<file path="config.mk">
export PLATFORM = sky130hd
export DESIGN_NAME = sgb_fir
export DESIGN_NICKNAME = d
export VERILOG_FILES = /design/src/sv/separable_gaussian_blur_stream_unit_macros.svh /design/src/sv/sgb_pkg.sv /design/src/sv/sgb_fir.sv
export SDC_FILE = /design/constraint.sdc
export NUM_CORES = 2
export LEC_CHECK = 0
export ABC_AREA = 1
export BUFFER_PORTS_ARGS = -buffer_cell sky130_fd_sc_hd__buf_4
export CAP_MARGIN = 5
export CORE_MARGIN = 5
export CORE_UTILIZATION = 55
export DETAILED_ROUTE_END_ITERATION = 7
export PLACE_DENSITY = 0.78
export SLEW_MARGIN = 5
export SYNTH_ARGS = -nofsm -noshare
export SYNTH_HDL_FRONTEND = slang
export SYNTH_SLANG_ARGS = --single-unit
export TNS_END_PERCENT = 50
</file>
<file path="constraint.sdc">
create_clock -name clk -period 8.09 [get_ports clk]
set_input_delay 1.618 -clock clk [delete_from_list [all_inputs] [get_ports clk]]
set_output_delay 1.618 -clock clk [all_outputs]
set_load 0.005 [all_outputs]
</file>
<file path="src/sv/separable_gaussian_blur_stream_unit_macros.svh">
// assertion macros for the separable blur stream unit
`ifndef SEPARABLE_GAUSSIAN_BLUR_STREAM_UNIT_MACROS_SVH
`define SEPARABLE_GAUSSIAN_BLUR_STREAM_UNIT_MACROS_SVH

// same-cycle implication, checked out of reset
`define SGB_ASSERT_IMP(lbl, ante, cons) \
  lbl: assert property (@(posedge clk) disable iff (!rst_n) (ante) |-> (cons)) \
    else $error("sgb implication check failed");

// next-cycle implication, checked out of reset
`define SGB_ASSERT_NXT(lbl, ante, cons) \
  lbl: assert property (@(posedge clk) disable iff (!rst_n) (ante) |=> (cons)) \
    else $error("sgb next-cycle check failed");

`endif

</file>
<file path="src/sv/sgb_pkg.sv">
// shared types, constants and rounding for the blur stream unit
`default_nettype none
package sgb_pkg;

  localparam int PIX_W      = 16;
  localparam int COEF_W     = 16;
  localparam int PSUM_W     = 17;
  localparam int PROD_W     = 34;
  localparam int ACC_W      = 37;
  localparam int IW_W       = 11;
  localparam int IH_W       = 13;
  localparam int ROW_W      = 13;
  localparam int CMP_W      = 15;
  localparam int D_W        = 3;
  localparam int NCOEF_MAX  = 6;
  localparam int CFG_IDX_W  = 3;
  localparam int CFG_DATA_W = 16;
  localparam int ROUND_BIAS = 16384;
  localparam int FRAC_SH    = 15;

  localparam logic [CFG_IDX_W-1:0] CFG_WIDTH  = 3'd0;
  localparam logic [CFG_IDX_W-1:0] CFG_HEIGHT = 3'd1;
  localparam logic [CFG_IDX_W-1:0] CFG_COEF0  = 3'd2;

  localparam logic [IW_W-1:0] WIDTH_RST  = 11'd1024;
  localparam logic [IH_W-1:0] HEIGHT_RST = 13'd1024;
  localparam logic [COEF_W-1:0] COEF_RST [NCOEF_MAX] =
    '{16'd16384, 16'd8192, 16'd0, 16'd0, 16'd0, 16'd0};

  typedef struct packed {
    logic           produce;
    logic           emit;
    logic           fill;
    logic [D_W-1:0] d_hi;
    logic           row_end;
    logic           frame_end;
  } sgb_vctl_t;

  typedef struct packed {
    logic row_end;
    logic frame_end;
    logic last_run;
  } sgb_hctl_t;

  // round half up to q8.8 and clamp to 16 bits
  function automatic logic signed [PIX_W-1:0] round_sat(input logic signed [ACC_W-1:0] s);
    logic signed [ACC_W-1:0]      t;
    logic        [ACC_W-FRAC_SH-1:0] q;
    logic        [PIX_W-1:0]      r;
    t = s + ACC_W'(ROUND_BIAS);
    q = t[ACC_W-1:FRAC_SH];
    if (q[ACC_W-FRAC_SH-1:PIX_W-1] == {(ACC_W-FRAC_SH-PIX_W+1){q[PIX_W-1]}}) begin
      r = q[PIX_W-1:0];
    end else if (q[ACC_W-FRAC_SH-1]) begin
      r = {1'b1, {(PIX_W-1){1'b0}}};
    end else begin
      r = {1'b0, {(PIX_W-1){1'b1}}};
    end
    return $signed(r);
  endfunction

endpackage
`default_nettype wire

</file>
<file path="src/sv/sgb_fir.sv">
// symmetric tap multiply and accumulate, two register stages
`default_nettype none
module sgb_fir #(
  parameter int TAPS = 2
) (
  input  logic                                   clk,
  input  logic                                   en,
  input  logic signed [sgb_pkg::PSUM_W-1:0]      psum [TAPS],
  input  logic        [sgb_pkg::COEF_W-1:0]      coef [TAPS],
  output logic signed [sgb_pkg::PIX_W-1:0]       res_r
);

  logic signed [sgb_pkg::PROD_W-1:0] prod_r [TAPS];
  logic signed [sgb_pkg::ACC_W-1:0]  acc;

  always_ff @(posedge clk) begin
    if (en) begin
      for (int k = 0; k < TAPS; k++) begin
        prod_r[k] <= psum[k] * $signed({1'b0, coef[k]});
      end
    end
  end

  always_comb begin
    acc = '0;
    for (int k = 0; k < TAPS; k++) begin
      acc = acc + sgb_pkg::ACC_W'(prod_r[k]);
    end
  end

  always_ff @(posedge clk) begin
    if (en) begin
      res_r <= sgb_pkg::round_sat(acc);
    end
  end

endmodule
`default_nettype wire

</file>
Word-level counts from Yosys, hierarchy flattened
Memory sizes are Yosys's and may differ from the RTL's.
Index checks and enable logic that the tools add are counted.

storage, ports and cells
  ROM bits = 0
  output and inout port bits = 16
  memories kept = 1
  word-level logic and storage cells = 11
  bits of input ports = 68
  bits in writable memories = 68
  bits in latches = 0
  flip-flop bits (word level) = 16

memory list
  name    words  width  rd ports  clocked after Yosys merged registers in  wr ports  RTL line       text
  prod_r  2      34     2         0                                        2         sgb_fir.sv:13  logic signed [sgb_pkg::PROD_W-1:0] prod_r [TAPS];

operators by class
  $add $sub $neg = 2
  bitwise gates (word level) = 0
  $mul = 2
  div/mod/pow operators = 0
  shift-type cells = 0
  multiplexer cells = 4
  reduce and logical (&&, ||, !) cells = 0
  magnitude comparators = 0
  equal/unequal tests = 1

operator list
  operator                                        number
  multiplier 17 x 17 -> 34 bit                    2
  adder 35 x 16 -> 36 bit, second input constant  1
  adder 34 x 34 -> 35 bit                         1
  two-way mux 16 bit                              2
  equality test 6 bit                             1
  two-way mux 1 bit                               2

Logic depth before layout (Yosys ltp)
  word-level depth = 4
  gate-level depth with buffers = 28
  depth with buffers taken out = 26

Least setup slack after synthesis
OpenSTA, ideal clock, no wires.

  path type = input to register
  start point = input coef[3] (netlist bit)
  end point = memory prod_r[0][65] (netlist bit) (data pin)
  cell stages on the path = 22
  path slack = 0.824 ns
  buffers on the path = 2
  data required time = 7.831 ns
  setup time = 0.259 ns
  arrival time = 7.008 ns
  cells stage by stage = clkbuf_1 -> clkbuf_1 -> nand2_1 -> fa_1 -> fa_1 -> inv_1 -> fa_1 -> fa_1 -> fa_1 -> inv_1 -> fa_1 -> inv_1 -> ha_1 -> nand2_1 -> nor4_1 -> nand3_1 -> nand3_1 -> nand2_1 -> o211ai_1 -> nand3_1 -> nand2_1 -> xor2_1

RTL lines
  what             RTL line       text
  start, declared  sgb_fir.sv:9   input logic [sgb_pkg::COEF_W-1:0] coef [TAPS],
  end, declared    sgb_fir.sv:13

==> flow_summary.toml <==
[flow_run]
maxCapViolCount = 0

[floorplan]
die_area_um2 = 53240
std_cell_rows = 80
coreArea_um2 = 47950
io_pins = 84
die_h_um = 230.7
start_util_pct = 55.89
dieWidth_um = 230.7

[timing]
fin_crit_ps = 7173
slew_viol_final = 0
hold_viol_final = 0
maxClockFrequency_mhz = 139.4
slew-limit-headroom_pct = 29.20
clock-skew-final_ps = 9.124
finalSetupTns_ps = 0
rsz0062_at_grt = "no"
min_period_over_period_pct = 88.66
setup_violations = 0
worstMarginPinSlew_ps = 1062

[final_layout]
drive_gt1_share_pct = 3.991
nets = 4119
finalInstanceArea_um2 = 27940
syn_to_final_growth_pct = 4.244
diodes = 0
nFillCells = 4202

[setup_path]
start_kind = "primary input"
crit_fanout = 17
arrival_ps = 7260
cp.required_ps = 8180
critical_path_class = "in2reg"
crit_path_end_kind = "flip-flop"

[logic_synthesis]
netlist_area_um2 = 26800
yosysWarnings = 0
syn_nets = 4158
synthCells = 3292
synthDistinctLibCells = 41
postSynthAreaPerCell_um2 = 8.140
synth-seq-cells = 84
seq_area_frac_synth_pct = 9.413

[detailed_routing]
detail-route-antenna-nets = 0
via_count = 19880
drtIter0Drc = 1249
routed_wl_um = 57050
vias_per_cell = 5.135
dr.pass1.iters = 6
remaining_drc_errors = 0
routedWlPerCell_um = 14.73

[placement]
io_buffer_count = 83
postPlaceCellArea_um2 = 27680
place_congestion = 0.9288
dp_hpwl_um = 48590

[global_routing]
grt_pass1_vias = 20710
grt_overflow = 0
antenna_found_initial = 0
track_usage_pct = 22.40
grt_max_degree = 85
grt_pass1_wl_um = 98300

[outcome]
status = "complete, no violations"

[cts]
cts.sinks = 84
ctsHoldBuffers = 0
tritoncts = "yes"
cts_resized = 0
cts.reportedPaths.clkPinSlew_ps = 60
cts_max_level = 3
cts_buffers = 9
insertion_delay_ps = 350
cts_buffer_depth = 2
post-cts-setup-buffers = 0
clock-root-buffer = "clkbuf_16"

[hold_path]
hold_class = "reg2reg"
metrics by stage:
step	setup WS, ps	util [%]	instances	hold slack (ps)
after floorplan	823.6	-	3292	924.9
after global placement	739.8	57.72	3857	1021
after detailed placement	627.0	57.72	3857	1016
after CTS	964.3	58.26	3872	1041
after global routing	552.2	58.26	3872	1128
final	917.4	58.26	3872	1040
placed cells by master (no fill, tap or decap), types with 12 or more instances in the layout:
| cell type | netlist | final |
|---|---|---|
| inv_1 | 1008 | 1008 |
| nand2_1 | 795 | 795 |
| fa_1 | 558 | 558 |
| ha_1 | 240 | 240 |
| a21oi_1 | 99 | 99 |
| buf_4 | 1 | 85 |
| edfxtp_1 | 84 | 84 |
| nor2_1 | 80 | 80 |
| nand3_1 | 51 | 51 |
| xor2_1 | 50 | 50 |
| o21ai_0 | 45 | 45 |
| xnor2_1 | 38 | 38 |
| nor3_1 | 12 | 12 |
| nand4_1 | 12 | 12 |
per-layer routing:
layer	GRT usage, %	routed length [µm]	part of all wire, %
met5	0	0	0
met4	4.699	1176	2.1
met1	31.35	23810	42
met3	2.937	3690	6.5
met2	37.98	28370	50
critical path, cell delays in order:
cell and delay [ps]:
buf_4 210, nand2_1 180, fa_1 760, fa_1 470, inv_1 90, fa_1 440
fa_1 520, fa_1 500, inv_1 50, fa_1 480, inv_1 40, ha_1 360
nand2_1 190, nor4_1 560, nand4_1 180, nand3_1 250, nand3_1 130, o2111ai_1 110
xor2_1 110
kinds of logic (layout without fill, tap and decap cells):
group / Yosys count / in the layout / share of synthesized area (%)
buffers and inverters: 1147 / 1112 / 16.15
flip-flops: 84 / 84 / 9.413
AND/OR/NAND/NOR: 985 / 985 / 14.74
AO/OA/AOI/OAI: 190 / 190 / 3.936
adder cells (fa/ha/maj): 798 / 798 / 52.89
XOR/XNOR: 88 / 88 / 2.876
synthesized netlist by cell type:
| cell type | n | area (µm²) |
|---|---|---|
| nand2_1 | 795 | 2984 |
| nor2_2 | 4 | 25.02 |
| o21ai_1 | 3 | 15.01 |
| a31oi_1 | 11 | 68.82 |
| o221a_2 | 1 | 11.26 |
| a21o_1 | 4 | 30.03 |
| nor3_1 | 12 | 60.06 |
| nand3_1 | 51 | 255.2 |
| a21oi_2 | 1 | 8.760 |
| clkbuf_1 | 132 | 495.5 |
| nand3_2 | 3 | 30.03 |
| buf_8 | 1 | 15.01 |
| nor4_1 | 7 | 43.79 |
| buf_6 | 1 | 11.26 |
| nor3_2 | 1 | 10.01 |
| xnor2_1 | 38 | 332.8 |
| inv_1 | 1008 | 3784 |
| clkinv_1 | 1 | 3.750 |
| xor2_1 | 50 | 437.9 |
| o211ai_1 | 4 | 30.03 |
| and2_4 | 1 | 8.760 |
| o2111ai_1 | 2 | 17.52 |
| edfxtp_1 | 84 | 2522 |
| nor2_4 | 4 | 45.04 |
| nor2_1 | 80 | 300.3 |
| inv_2 | 3 | 11.26 |
| buf_4 | 1 | 7.510 |
| a221oi_1 | 2 | 17.52 |
| nand4_1 | 12 | 75.07 |
| a21boi_0 | 2 | 15.01 |
| nand2_4 | 2 | 22.52 |
| ha_1 | 240 | 3003 |
| nand2_2 | 11 | 68.82 |
| a211oi_1 | 2 | 15.01 |
| nand4_2 | 1 | 12.51 |
| o21a_1 | 5 | 37.54 |
| o21ai_0 | 45 | 225.2 |
| nand3b_1 | 1 | 7.510 |
| o21bai_1 | 9 | 67.56 |
| fa_1 | 558 | 11170 |
| a21oi_1 | 99 | 495.5 |
flip-flops by register name, indices dropped and copies added, names as in the netlist:
signal and count:
res_r 16, prod_r 68
path summary, 6_finish.rpt:
kind	start	endpoint	slack [ps]	cells past startpoint
worst min-delay path	prod_r[0][67]	res_r[15]	1040	5
worst min register to register	prod_r[0][67]	res_r[15]	1040	5
worst max register to register	prod_r[0][49]	res_r[6]	4660	18
worst max-delay path	coef[18]	prod_r[0][31]	920	19
area by class of cell:
type | count | area [µm²] | area share, %
clock inverter | 5 | 30.03 | 0.1075
inverter | 1012 | 3799 | 13.60
sequential | 84 | 2522 | 9.029
tap | 615 | 769.5 | 2.755
timing repair buffer | 85 | 638.1 | 2.284
clock buffer | 10 | 229.0 | 0.8196
multi-input combinational | 2061 | 19950 | 71.41
Power is left out: the tool's default activity adds up to more than one toggle a clock period on the data nets, which glitch-free logic cannot reach.
